<file path="src/hdl/flra_pkg.sv">
// Shared types and codes for the free-list region allocator.
// No dependencies.
package flra_pkg;

    typedef logic [2:0] cell_cmd_t;

    localparam cell_cmd_t CMD_HOLD    = 3'd0;
    localparam cell_cmd_t CMD_INIT    = 3'd1;
    localparam cell_cmd_t CMD_ROTATE  = 3'd2;
    localparam cell_cmd_t CMD_GRAVITY = 3'd3;
    localparam cell_cmd_t CMD_INSERT  = 3'd4;
    localparam cell_cmd_t CMD_UPDATE  = 3'd5;

    typedef struct packed {
        cell_cmd_t cmd;
        logic      hit;     // this cell is the target entry
        logic      above;   // this cell lies above the target entry
    } cell_ctrl_t;

    typedef logic [2:0] opcode_t;

    localparam opcode_t OP_FIRST = 3'd0;
    localparam opcode_t OP_BEST  = 3'd1;
    localparam opcode_t OP_WORST = 3'd2;
    localparam opcode_t OP_NEXT  = 3'd3;
    localparam opcode_t OP_FREE  = 3'd4;

    typedef logic [2:0] status_t;

    localparam status_t ST_OK      = 3'd0;
    localparam status_t ST_NOFIT   = 3'd1;
    localparam status_t ST_OVERLAP = 3'd2;
    localparam status_t ST_BEYOND  = 3'd3;
    localparam status_t ST_FULL    = 3'd4;

endpackage

</file>
<file path="src/hdl/flra_cell.sv">
// One table cell of the region allocator: holds one free region.
// Depends on flra_pkg.
module flra_cell
    import flra_pkg::*;
#(
    parameter int W = 17
)
(
    input  logic         clk,
    input  logic         rst_n,
    input  cell_ctrl_t   ctrl,
    input  logic [W-1:0] wr_s,
    input  logic [W-1:0] wr_l,
    input  logic         left_v,
    input  logic [W-1:0] left_s,
    input  logic [W-1:0] left_l,
    input  logic         right_v,
    input  logic [W-1:0] right_s,
    input  logic [W-1:0] right_l,
    input  logic         hole_in,
    output logic         hole_out,
    output logic         q_v,
    output logic [W-1:0] q_s,
    output logic [W-1:0] q_l
);

    logic         v_reg;
    logic         v_next;
    logic [W-1:0] s_reg;
    logic [W-1:0] s_next;
    logic [W-1:0] l_reg;
    logic [W-1:0] l_next;

    assign hole_out = hole_in || !v_reg;
    assign q_v      = v_reg;
    assign q_s      = s_reg;
    assign q_l      = l_reg;

    always_comb
    begin
        v_next = v_reg;
        s_next = s_reg;
        l_next = l_reg;
        unique case (ctrl.cmd)
            CMD_HOLD:
            begin
            end
            CMD_INIT:
            begin
                v_next = ctrl.hit;
                s_next = ctrl.hit ? wr_s : '0;
                l_next = ctrl.hit ? wr_l : '0;
            end
            CMD_ROTATE:
            begin
                v_next = right_v;
                s_next = right_s;
                l_next = right_l;
            end
            CMD_GRAVITY:
            begin
                // everything from the first hole upward moves down one place
                if (hole_in || !v_reg)
                begin
                    v_next = right_v;
                    s_next = right_s;
                    l_next = right_l;
                end
            end
            CMD_INSERT:
            begin
                if (ctrl.hit)
                begin
                    v_next = 1'b1;
                    s_next = wr_s;
                    l_next = wr_l;
                end
                else if (ctrl.above)
                begin
                    v_next = left_v;
                    s_next = left_s;
                    l_next = left_l;
                end
            end
            CMD_UPDATE:
            begin
                if (ctrl.hit)
                begin
                    s_next = s_reg + wr_l;
                    l_next = l_reg - wr_l;
                end
            end
            default:
            begin
            end
        endcase
    end

    always_ff @(posedge clk or negedge rst_n)
    begin
        if (!rst_n)
        begin
            v_reg <= 1'b0;
        end
        else
        begin
            v_reg <= v_next;
        end
    end

    always_ff @(posedge clk)
    begin
        s_reg <= s_next;
        l_reg <= l_next;
    end

endmodule

</file>
<file path="src/hdl/free_list_region_allocator.sv">
// Free-list region allocator. The free table lives in a ring of MAX_REGIONS cells that
// rotates past one head cell, which the controller reads and refills at the tail. An
// allocation passes from accept to result through a merge rotation, a compaction sweep,
// a selection rotation, an update step and an output step. A free skips the merge and
// compaction sweep; free requests of length zero or beyond memory, and unused opcodes,
// go straight to the output step. One request is in flight at a time; the next is taken
// while the previous result waits at the output. After reset the table is loaded in the
// boot state; a write of mem_size reloads it.
// Depends on flra_pkg and flra_cell.
module free_list_region_allocator
    import flra_pkg::*;
#(
    parameter int MAX_REGIONS = 16,
    parameter int ADDR_BITS   = 16
)
(
    input  logic                 clk,
    input  logic                 rst_n,
    input  logic                 cfg_valid,
    output logic                 cfg_ready,
    input  logic [ADDR_BITS:0]   mem_size,
    input  logic                 in_valid,
    output logic                 in_ready,
    input  logic [2:0]           opcode,
    input  logic [ADDR_BITS:0]   amount,
    input  logic [ADDR_BITS-1:0] free_start,
    output logic                 out_valid,
    input  logic                 out_ready,
    output logic                 ok,
    output logic [2:0]           status,
    output logic [ADDR_BITS-1:0] alloc_addr
);

    localparam int RW = ADDR_BITS + 1;
    localparam int EW = ADDR_BITS + 2;
    localparam int CW = $clog2(MAX_REGIONS + 1);
    localparam int NW = $clog2(MAX_REGIONS);
    localparam logic [CW-1:0] LAST = CW'(MAX_REGIONS - 1);
    localparam logic [CW-1:0] NREG = CW'(MAX_REGIONS);
    localparam logic [RW-1:0] SPAN = {1'b1, {ADDR_BITS{1'b0}}};

    localparam logic [2:0] S_BOOT    = 3'd0;
    localparam logic [2:0] S_IDLE    = 3'd1;
    localparam logic [2:0] S_MERGE   = 3'd2;
    localparam logic [2:0] S_COMPACT = 3'd3;
    localparam logic [2:0] S_SCAN    = 3'd4;
    localparam logic [2:0] S_APPLY   = 3'd5;
    localparam logic [2:0] S_DONE    = 3'd6;

    logic [2:0]           state_reg, state_next;
    opcode_t              op_reg, op_next;
    logic [RW-1:0]        amt_reg, amt_next;
    logic [ADDR_BITS-1:0] fs_reg, fs_next;
    logic [RW-1:0]        msize_reg, msize_next;
    logic [CW-1:0]        count_reg, count_next;
    logic [NW-1:0]        nf_reg, nf_next;
    logic                 nf_valid_reg, nf_valid_next;
    logic [CW-1:0]        step_reg, step_next;
    logic                 acc_v_reg, acc_v_next;
    logic [RW-1:0]        acc_s_reg, acc_s_next;
    logic [RW-1:0]        acc_l_reg, acc_l_next;
    logic [CW-1:0]        wcnt_reg, wcnt_next;
    logic                 found_reg, found_next;
    logic [CW-1:0]        pick_reg, pick_next;
    logic [RW-1:0]        pick_s_reg, pick_s_next;
    logic [RW-1:0]        pick_l_reg, pick_l_next;
    logic                 found_ge_reg, found_ge_next;
    logic [CW-1:0]        ge_reg, ge_next;
    logic [RW-1:0]        ge_s_reg, ge_s_next;
    logic                 ov_reg, ov_next;
    logic [CW-1:0]        pos_reg, pos_next;
    logic                 res_ok_reg, res_ok_next;
    status_t              res_st_reg, res_st_next;
    logic [ADDR_BITS-1:0] res_addr_reg, res_addr_next;
    logic                 out_valid_reg, out_valid_next;
    logic                 out_ok_reg, out_ok_next;
    status_t              out_st_reg, out_st_next;
    logic [ADDR_BITS-1:0] out_addr_reg, out_addr_next;

    cell_cmd_t            cmd;
    logic [CW-1:0]        tgt;
    logic [RW-1:0]        wr_s, wr_l;
    logic                 tail_v;
    logic [RW-1:0]        tail_s, tail_l;

    logic                 q_v [MAX_REGIONS];
    logic [RW-1:0]        q_s [MAX_REGIONS];
    logic [RW-1:0]        q_l [MAX_REGIONS];
    logic                 hole [MAX_REGIONS+1];

    logic                 head_v;
    logic [RW-1:0]        head_s, head_l;
    logic [RW-1:0]        ms_sat;
    logic [EW-1:0]        fend;
    logic                 merge_hit;
    logic                 fits;
    logic [CW-1:0]        scan_from;
    logic                 ovl;
    logic                 in_acc;
    logic                 nf_ok;

    assign head_v = q_v[0];
    assign head_s = q_s[0];
    assign head_l = q_l[0];

    assign cfg_ready = (state_reg == S_IDLE);
    assign in_ready  = (state_reg == S_IDLE) && !cfg_valid;
    assign in_acc    = in_valid && in_ready;

    assign out_valid  = out_valid_reg;
    assign ok         = out_ok_reg;
    assign status     = out_st_reg;
    assign alloc_addr = out_addr_reg;

    always_comb
    begin
        if (mem_size == '0)
        begin
            ms_sat = RW'(1);
        end
        else if (mem_size[ADDR_BITS] && (mem_size[ADDR_BITS-1:0] != '0))
        begin
            ms_sat = SPAN;
        end
        else
        begin
            ms_sat = mem_size;
        end
    end

    assign fend      = EW'(fs_reg) + EW'(amt_reg);
    assign merge_hit = head_v && acc_v_reg
                       && (EW'(acc_s_reg) + EW'(acc_l_reg) == EW'(head_s));
    assign fits      = head_v && (head_l >= amt_reg);
    assign nf_ok     = nf_valid_reg && (CW'(nf_reg) < count_reg);
    assign scan_from = nf_ok ? CW'(nf_reg) : '0;
    assign ovl       = head_v && (EW'(head_s) < fend)
                       && ((head_s > RW'(fs_reg))
                           || (EW'(head_s) + EW'(head_l) > EW'(fs_reg)));

    always_comb
    begin
        state_next     = state_reg;
        op_next        = op_reg;
        amt_next       = amt_reg;
        fs_next        = fs_reg;
        msize_next     = msize_reg;
        count_next     = count_reg;
        nf_next        = nf_reg;
        nf_valid_next  = nf_valid_reg;
        step_next      = step_reg;
        acc_v_next     = acc_v_reg;
        acc_s_next     = acc_s_reg;
        acc_l_next     = acc_l_reg;
        wcnt_next      = wcnt_reg;
        found_next     = found_reg;
        pick_next      = pick_reg;
        pick_s_next    = pick_s_reg;
        pick_l_next    = pick_l_reg;
        found_ge_next  = found_ge_reg;
        ge_next        = ge_reg;
        ge_s_next      = ge_s_reg;
        ov_next        = ov_reg;
        pos_next       = pos_reg;
        res_ok_next    = res_ok_reg;
        res_st_next    = res_st_reg;
        res_addr_next  = res_addr_reg;
        out_valid_next = out_valid_reg;
        out_ok_next    = out_ok_reg;
        out_st_next    = out_st_reg;
        out_addr_next  = out_addr_reg;

        cmd    = CMD_HOLD;
        tgt    = '0;
        wr_s   = '0;
        wr_l   = '0;
        tail_v = head_v;
        tail_s = head_s;
        tail_l = head_l;

        if (out_valid_reg && out_ready)
        begin
            out_valid_next = 1'b0;
        end

        unique case (state_reg)
            S_BOOT:
            begin
                cmd        = CMD_INIT;
                wr_l       = msize_reg;
                state_next = S_IDLE;
            end
            S_IDLE:
            begin
                if (cfg_valid)
                begin
                    msize_next    = ms_sat;
                    count_next    = CW'(1);
                    nf_valid_next = 1'b0;
                    cmd           = CMD_INIT;
                    wr_l          = ms_sat;
                end
                else if (in_acc)
                begin
                    op_next       = opcode;
                    amt_next      = amount;
                    fs_next       = free_start;
                    acc_v_next    = 1'b0;
                    wcnt_next     = '0;
                    step_next     = '0;
                    found_next    = 1'b0;
                    found_ge_next = 1'b0;
                    ov_next       = 1'b0;
                    pos_next      = '0;
                    res_ok_next   = 1'b0;
                    res_addr_next = '0;
                    if (opcode > OP_FREE)
                    begin
                        res_st_next = ST_NOFIT;
                        state_next  = S_DONE;
                    end
                    else if (opcode == OP_FREE)
                    begin
                        if (amount == '0)
                        begin
                            res_ok_next = 1'b1;
                            res_st_next = ST_OK;
                            state_next  = S_DONE;
                        end
                        else if (EW'(free_start) + EW'(amount) > EW'(msize_reg))
                        begin
                            res_st_next = ST_BEYOND;
                            state_next  = S_DONE;
                        end
                        else
                        begin
                            state_next = S_SCAN;
                        end
                    end
                    else
                    begin
                        nf_valid_next = nf_ok;
                        state_next    = S_MERGE;
                    end
                end
            end
            S_MERGE:
            begin
                // controller accumulator acts as the extra ring slot
                cmd = CMD_ROTATE;
                if (merge_hit)
                begin
                    tail_v     = 1'b0;
                    acc_l_next = acc_l_reg + head_l;
                end
                else
                begin
                    tail_v     = acc_v_reg;
                    tail_s     = acc_s_reg;
                    tail_l     = acc_l_reg;
                    acc_v_next = head_v;
                    acc_s_next = head_s;
                    acc_l_next = head_l;
                    if (acc_v_reg)
                    begin
                        wcnt_next = wcnt_reg + CW'(1);
                    end
                end
                if (head_v && nf_valid_reg && (step_reg == CW'(nf_reg)))
                begin
                    nf_next = wcnt_next[NW-1:0];
                end
                if (step_reg == NREG)
                begin
                    count_next = wcnt_next;
                    step_next  = '0;
                    state_next = S_COMPACT;
                end
                else
                begin
                    step_next = step_reg + CW'(1);
                end
            end
            S_COMPACT:
            begin
                cmd    = CMD_GRAVITY;
                tail_v = 1'b0;
                if (step_reg == LAST)
                begin
                    step_next  = '0;
                    state_next = S_SCAN;
                end
                else
                begin
                    step_next = step_reg + CW'(1);
                end
            end
            S_SCAN:
            begin
                cmd = CMD_ROTATE;
                if (op_reg == OP_FREE)
                begin
                    if (ovl)
                    begin
                        ov_next = 1'b1;
                    end
                    if (head_v && (head_s <= RW'(fs_reg)))
                    begin
                        pos_next = step_reg + CW'(1);
                    end
                end
                else if (op_reg == OP_NEXT)
                begin
                    if (fits && !found_reg)
                    begin
                        found_next  = 1'b1;
                        pick_next   = step_reg;
                        pick_s_next = head_s;
                    end
                    if (fits && !found_ge_reg && (step_reg >= scan_from))
                    begin
                        found_ge_next = 1'b1;
                        ge_next       = step_reg;
                        ge_s_next     = head_s;
                    end
                end
                else
                begin
                    if (fits && (!found_reg
                                 || ((op_reg == OP_BEST) && (head_l < pick_l_reg))
                                 || ((op_reg == OP_WORST) && (head_l > pick_l_reg))))
                    begin
                        found_next  = 1'b1;
                        pick_next   = step_reg;
                        pick_s_next = head_s;
                        pick_l_next = head_l;
                    end
                end
                if (step_reg == LAST)
                begin
                    step_next  = '0;
                    state_next = S_APPLY;
                end
                else
                begin
                    step_next = step_reg + CW'(1);
                end
            end
            S_APPLY:
            begin
                state_next    = S_DONE;
                res_addr_next = '0;
                if (op_reg == OP_FREE)
                begin
                    res_ok_next = 1'b0;
                    if (ov_reg)
                    begin
                        res_st_next = ST_OVERLAP;
                    end
                    else if (count_reg >= NREG)
                    begin
                        res_st_next = ST_FULL;
                    end
                    else
                    begin
                        cmd         = CMD_INSERT;
                        tgt         = pos_reg;
                        wr_s        = RW'(fs_reg);
                        wr_l        = amt_reg;
                        count_next  = count_reg + CW'(1);
                        res_ok_next = 1'b1;
                        res_st_next = ST_OK;
                        if (nf_valid_reg && (CW'(nf_reg) >= pos_reg))
                        begin
                            nf_next = nf_reg + NW'(1);
                        end
                    end
                end
                else if (found_reg)
                begin
                    cmd         = CMD_UPDATE;
                    wr_l        = amt_reg;
                    res_ok_next = 1'b1;
                    res_st_next = ST_OK;
                    if ((op_reg == OP_NEXT) && found_ge_reg)
                    begin
                        tgt           = ge_reg;
                        res_addr_next = ge_s_reg[ADDR_BITS-1:0];
                    end
                    else
                    begin
                        tgt           = pick_reg;
                        res_addr_next = pick_s_reg[ADDR_BITS-1:0];
                    end
                    if (op_reg == OP_NEXT)
                    begin
                        nf_next       = tgt[NW-1:0];
                        nf_valid_next = 1'b1;
                    end
                end
                else
                begin
                    res_ok_next = 1'b0;
                    res_st_next = ST_NOFIT;
                end
            end
            S_DONE:
            begin
                if (!out_valid_reg || out_ready)
                begin
                    out_valid_next = 1'b1;
                    out_ok_next    = res_ok_reg;
                    out_st_next    = res_st_reg;
                    out_addr_next  = res_addr_reg;
                    state_next     = S_IDLE;
                end
            end
            default:
            begin
                state_next = S_IDLE;
            end
        endcase
    end

    always_ff @(posedge clk or negedge rst_n)
    begin
        if (!rst_n)
        begin
            state_reg     <= S_BOOT;
            msize_reg     <= SPAN;
            count_reg     <= CW'(1);
            nf_valid_reg  <= 1'b0;
            step_reg      <= '0;
            out_valid_reg <= 1'b0;
        end
        else
        begin
            state_reg     <= state_next;
            msize_reg     <= msize_next;
            count_reg     <= count_next;
            nf_valid_reg  <= nf_valid_next;
            step_reg      <= step_next;
            out_valid_reg <= out_valid_next;
        end
    end

    always_ff @(posedge clk)
    begin
        op_reg       <= op_next;
        amt_reg      <= amt_next;
        fs_reg       <= fs_next;
        nf_reg       <= nf_next;
        acc_v_reg    <= acc_v_next;
        acc_s_reg    <= acc_s_next;
        acc_l_reg    <= acc_l_next;
        wcnt_reg     <= wcnt_next;
        found_reg    <= found_next;
        pick_reg     <= pick_next;
        pick_s_reg   <= pick_s_next;
        pick_l_reg   <= pick_l_next;
        found_ge_reg <= found_ge_next;
        ge_reg       <= ge_next;
        ge_s_reg     <= ge_s_next;
        ov_reg       <= ov_next;
        pos_reg      <= pos_next;
        res_ok_reg   <= res_ok_next;
        res_st_reg   <= res_st_next;
        res_addr_reg <= res_addr_next;
        out_ok_reg   <= out_ok_next;
        out_st_reg   <= out_st_next;
        out_addr_reg <= out_addr_next;
    end

    assign hole[0] = 1'b0;

    for (genvar i = 0; i < MAX_REGIONS; i++)
    begin : g_cell
        cell_ctrl_t    ctrl;
        logic          lv;
        logic [RW-1:0] ls, ll;
        logic          rv;
        logic [RW-1:0] rs, rl;

        assign ctrl.cmd   = cmd;
        assign ctrl.hit   = (tgt == CW'(i));
        assign ctrl.above = (CW'(i) > tgt);

        if (i == 0)
        begin : g_first
            assign lv = 1'b0;
            assign ls = '0;
            assign ll = '0;
        end
        else
        begin : g_mid
            assign lv = q_v[i-1];
            assign ls = q_s[i-1];
            assign ll = q_l[i-1];
        end

        if (i == MAX_REGIONS - 1)
        begin : g_tail
            assign rv = tail_v;
            assign rs = tail_s;
            assign rl = tail_l;
        end
        else
        begin : g_body
            assign rv = q_v[i+1];
            assign rs = q_s[i+1];
            assign rl = q_l[i+1];
        end

        flra_cell #(
            .W (RW)
        ) u_cell (
            .clk      (clk),
            .rst_n    (rst_n),
            .ctrl     (ctrl),
            .wr_s     (wr_s),
            .wr_l     (wr_l),
            .left_v   (lv),
            .left_s   (ls),
            .left_l   (ll),
            .right_v  (rv),
            .right_s  (rs),
            .right_l  (rl),
            .hole_in  (hole[i]),
            .hole_out (hole[i+1]),
            .q_v      (q_v[i]),
            .q_s      (q_s[i]),
            .q_l      (q_l[i])
        );
    end

endmodule

</file>
<file path="config.mk">
export PLATFORM = sky130hd
export DESIGN_NAME = free_list_region_allocator
export DESIGN_NICKNAME = d
export VERILOG_FILES = /design/src/hdl/flra_pkg.sv /design/src/hdl/flra_cell.sv /design/src/hdl/free_list_region_allocator.sv
export SDC_FILE = /design/constraint.sdc
export NUM_CORES = 2
export LEC_CHECK = 0
export BUFFER_PORTS_ARGS = -buffer_cell sky130_fd_sc_hd__buf_2
export CAP_MARGIN = 20
export CORE_MARGIN = 2
export CORE_UTILIZATION = 35
export CTS_CLUSTER_DIAMETER = 30
export DETAILED_ROUTE_END_ITERATION = 10
export PLACE_DENSITY = 0.5
export SYNTH_ARGS = -nofsm -noshare
export SYNTH_HDL_FRONTEND = slang
export SYNTH_SLANG_ARGS = --single-unit
</file>
<file path="constraint.sdc">
create_clock -name clk -period 11.2 [get_ports clk]
set_clock_uncertainty 0.15 [all_clocks]
set_input_delay 0.56 -clock clk [delete_from_list [all_inputs] [get_ports clk]]
set_output_delay 0.56 -clock clk [all_outputs]
set_load 0.01 [all_outputs]
</file>
==> summary.txt <==
Final Max Slew Viols = 0
synthesis-stage register bit count = 779
Final Setup Violations = 0
# nets final = 8479
Worst-Skew Late Latency = 0.92 ns
detailed-route DRC error count = 0
Tmin final = 7.24 ns
GRT Util Overall = 29.2%
RSZ-0062 raised after global routing = false
Fmax = 138 MHz
Core ar. = 192000 sq um
I/O pin count = 81
WL per Instance = 28.6 microns
wirelength, routed = 298000 microns
M1 GR Usage = 39.0%
WP buf/inv = 6
Min Hold Slack = 0.183 ns
Worst-Margin Slew = 1.13 ns
number of nets with antenna violations after routing = 0
P&R area growth vs syn = 19.6%
busiest grt layer = met2
CP max stage delay = 0.85 ns
Mean Syn Cell Area = 9.15 sq um
Slew headroom = 24.1%
Arr. time, crit path = 7.68 ns
Clock Tree Root = clkbuf_16
DP HPWL = 207000 microns
Placed Cells = 9844
Via-to-Cell Ratio = 6.28
met2 Use GR = 44.8%
YS warnings = 0
min-delay worst type = in -> reg
Non-Filler Instances = 10400
CTS Sinks = 779
Net Count, Synth = 8205
CTS H-tree depth = 5
Leak = 32.7 nW
die area = 197000 sq um
post-synthesis sequential area ratio = 34.2%
Hold-fix buffers, CTS = 59
GP Congestion = 0.924
PwrDens = 348 nW/um^2
status = completed
vias in the first global route = 62000
synthesized netlist cell count = 7393
CTS tree = done
number of post-CTS setup repair buffers = 0
CP cell instances = clkinv_1, nand3_1, buf_4, a21oi_2, buf_4, a222oi_1, buf_4, inv_1, buf_4, ha_1, a21o_1, a2111oi_0, nor3_1, nor2_1, a21oi_1, and4_1, a2111oi_0, mux2i_1, o221ai_1
Post-Synthesis Cell Area = 67700 sq um
number of CTS-inserted buffers = 284
routed vias = 65300
Worst path most repeated cell = buf_4
final core occ = 42.1%
maximum vdd drop = 250 uV
Initial Util = 35.2%
I/O Buffers = 80
period utilisation layout = 64.7%
CP max stage cell = dfrtp_1
Post-synth EDFFs = 731
WS Path Type = reg -> reg
Synth async-reset ratio = 6.16%
Post-DP Area = 71500 sq um
antenna violations before repair = 22
GRT overflow = 0
Final Cell Area = 80900 sq um
global-route wire length before repair = 426000 microns
1st-pass router iterations = 10
post-route setup TNS = 0 ns
crit path launch type = flip-flop
layout cells sized above 1 = 9.98%
DR iter-0 viols = 8426
met3 usage = 6.28%
clock buffer depth = 4
DIE WIDTH = 444 microns
family with the most delay on the worst path = buffers and inverters
Worst EP required = 11.64 ns
Final Hold Viols = 0
largest net degree at the start of global routing = 171
CP endpoint kind = flip-flop
top fanout value on the critical path = 32
clock slew at reported path FFs = 0.04 ns
Max Cap Viol = 0
Netlist cell types = 100
std cell rows = 161
Top FF cell, synth = edfxtp_1
die height = 444 microns
post-cts resize count = 0
==> cell families after synthesis <==
kind of cell	share of synthesized area [%]
flip-flops	34.2
adder cells (fa/ha/maj)	14.3
XOR/XNOR	6.51
AO/OA/AOI/OAI	24.7
multiplexers	1.06
AND/OR/NAND/NOR	15.7
buffers and inverters	3.48
==> Yosys cell counts (all sizes together), types with 28 or more instances <==
| cell type | instances | area (sq um) |
|---|---|---|
| o31ai | 28 | 210 |
| inv | 249 | 935 |
| a21o | 169 | 1270 |
| nand3 | 273 | 1370 |
| a21oi | 679 | 3400 |
| ha | 717 | 8970 |
| o221ai | 33 | 289 |
| xor2 | 219 | 1920 |
| a222oi | 212 | 2120 |
| or3 | 58 | 363 |
| buf | 104 | 554 |
| nor2b | 114 | 713 |
| nor2 | 536 | 2090 |
| o21bai | 56 | 420 |
| o22ai | 32 | 206 |
| a221oi | 135 | 1190 |
| xnor2 | 283 | 2490 |
| edfxtp | 731 | 22000 |
| o21a | 65 | 488 |
| fa | 37 | 741 |
| o211ai | 57 | 428 |
| nand4 | 44 | 275 |
| nor3b | 28 | 215 |
| o21ai | 553 | 2770 |
| a22oi | 68 | 510 |
| a41oi | 30 | 263 |
| mux2i | 64 | 641 |
| a2111oi | 55 | 482 |
| clkbuf | 227 | 852 |
| dfrtp | 46 | 1150 |
| nand2b | 78 | 488 |
| a221o | 59 | 591 |
| nand2 | 627 | 2360 |
| and3 | 66 | 413 |
| a31oi | 63 | 394 |
| a211oi | 52 | 390 |
| nor3 | 254 | 1290 |
==> through the flow <==
| step | power, mW | setup slack (ns) |
|---|---|---|
| after floorplan | 15.9 | 2.65 |
| after global placement | 20.3 | 4.28 |
| after detailed placement | 20.5 | 4.06 |
| after CTS | 27.9 | 4.05 |
| after global routing | 29.8 | 3.63 |
| final | 28.2 | 3.96 |
==> worst paths after layout <==
kind,start,end,slack (ns),cells past startpoint
setup / recovery,state_reg[1]$_DFFE_PN0P_,g_cell[3].u_cell.q_s[15]$_DFFE_PP_,3.96,19
hold / removal,in_valid,found_reg$_DFFE_PP_,0.18,3
setup reg to reg,state_reg[1]$_DFFE_PN0P_,g_cell[3].u_cell.q_s[15]$_DFFE_PP_,3.96,19
hold reg to reg,res_ok_reg$_DFFE_PP_,ok$_DFFE_PP_,0.26,0
max in group asynchronous,rst_n,msize_reg[3]$_DFFE_PN0P_,9.05,4
min in group asynchronous,rst_n,msize_reg[16]$_DFFE_PN1P_,0.58,3
==> area by class of cell <==
class	count	area, sq um
diodes	4	10.0
clock buffers	362	7650
clock inverters	130	1090
fillers	18600	111000
inverters	252	946
multi-input cells	6031	42500
flip-flops and latches	779	23200
well taps	2526	3160
repair buffers	319	2430
==> where the power goes <==
| part | total, mW | internal [mW] | switching (mW) |
|---|---|---|---|
| clock network | 7.29 | 5.11 | 2.19 |
| logic | 14.5 | 5.55 | 8.91 |
| registers | 6.44 | 4.83 | 1.61 |
| total | 28.2 | 15.5 | 12.7 |
==> routing by layer <==
| metal | vias to the layer above | wire, microns |
|---|---|---|
| li1 | 29400 | - |
| met1 | 31900 | 125000 |
| met2 | 3256 | 130000 |
| met3 | 810 | 28100 |
| met4 | 10 | 14900 |
| met5 | - | 260 |
==> cells in the final DEF (no fill, tap or decap), drive strengths merged, types with 28 or more instances in the layout <==
| cell type | netlist | final |
|---|---|---|
| ha | 717 | 717 |
| and3 | 66 | 66 |
| a22oi | 68 | 68 |
| nand4 | 44 | 44 |
| mux2i | 64 | 64 |
| a2111oi | 55 | 55 |
| or3 | 58 | 58 |
| a211oi | 52 | 52 |
| a21o | 169 | 169 |
| a41oi | 30 | 30 |
| nor2 | 536 | 536 |
| nor3 | 254 | 254 |
| fa | 37 | 37 |
| buf | 104 | 260 |
| o22ai | 32 | 32 |
| xor2 | 219 | 219 |
| o21a | 65 | 65 |
| o21ai | 553 | 553 |
| o211ai | 57 | 57 |
| a222oi | 212 | 212 |
| o221ai | 33 | 33 |
| a21oi | 679 | 679 |
| o31ai | 28 | 28 |
| clkinv | 3 | 96 |
| o21bai | 56 | 56 |
| a31oi | 63 | 63 |
| nand2b | 78 | 78 |
| a221oi | 135 | 135 |
| nor3b | 28 | 28 |
| edfxtp | 731 | 731 |
| nand2 | 627 | 627 |
| nor2b | 114 | 114 |
| clkbuf | 227 | 362 |
| nand3 | 273 | 273 |
| xnor2 | 283 | 283 |
| a221o | 59 | 59 |
| dlygate4sd3 | 0 | 59 |
| dfrtp | 46 | 46 |
| inv | 249 | 259 |
==> tightest hold or removal path, cell delays in order <==
cell	delay [ns]
buf_2	0.10
nand2_1	0.28
nand2_1	0.16
Power figures use the tool's default switching activity.
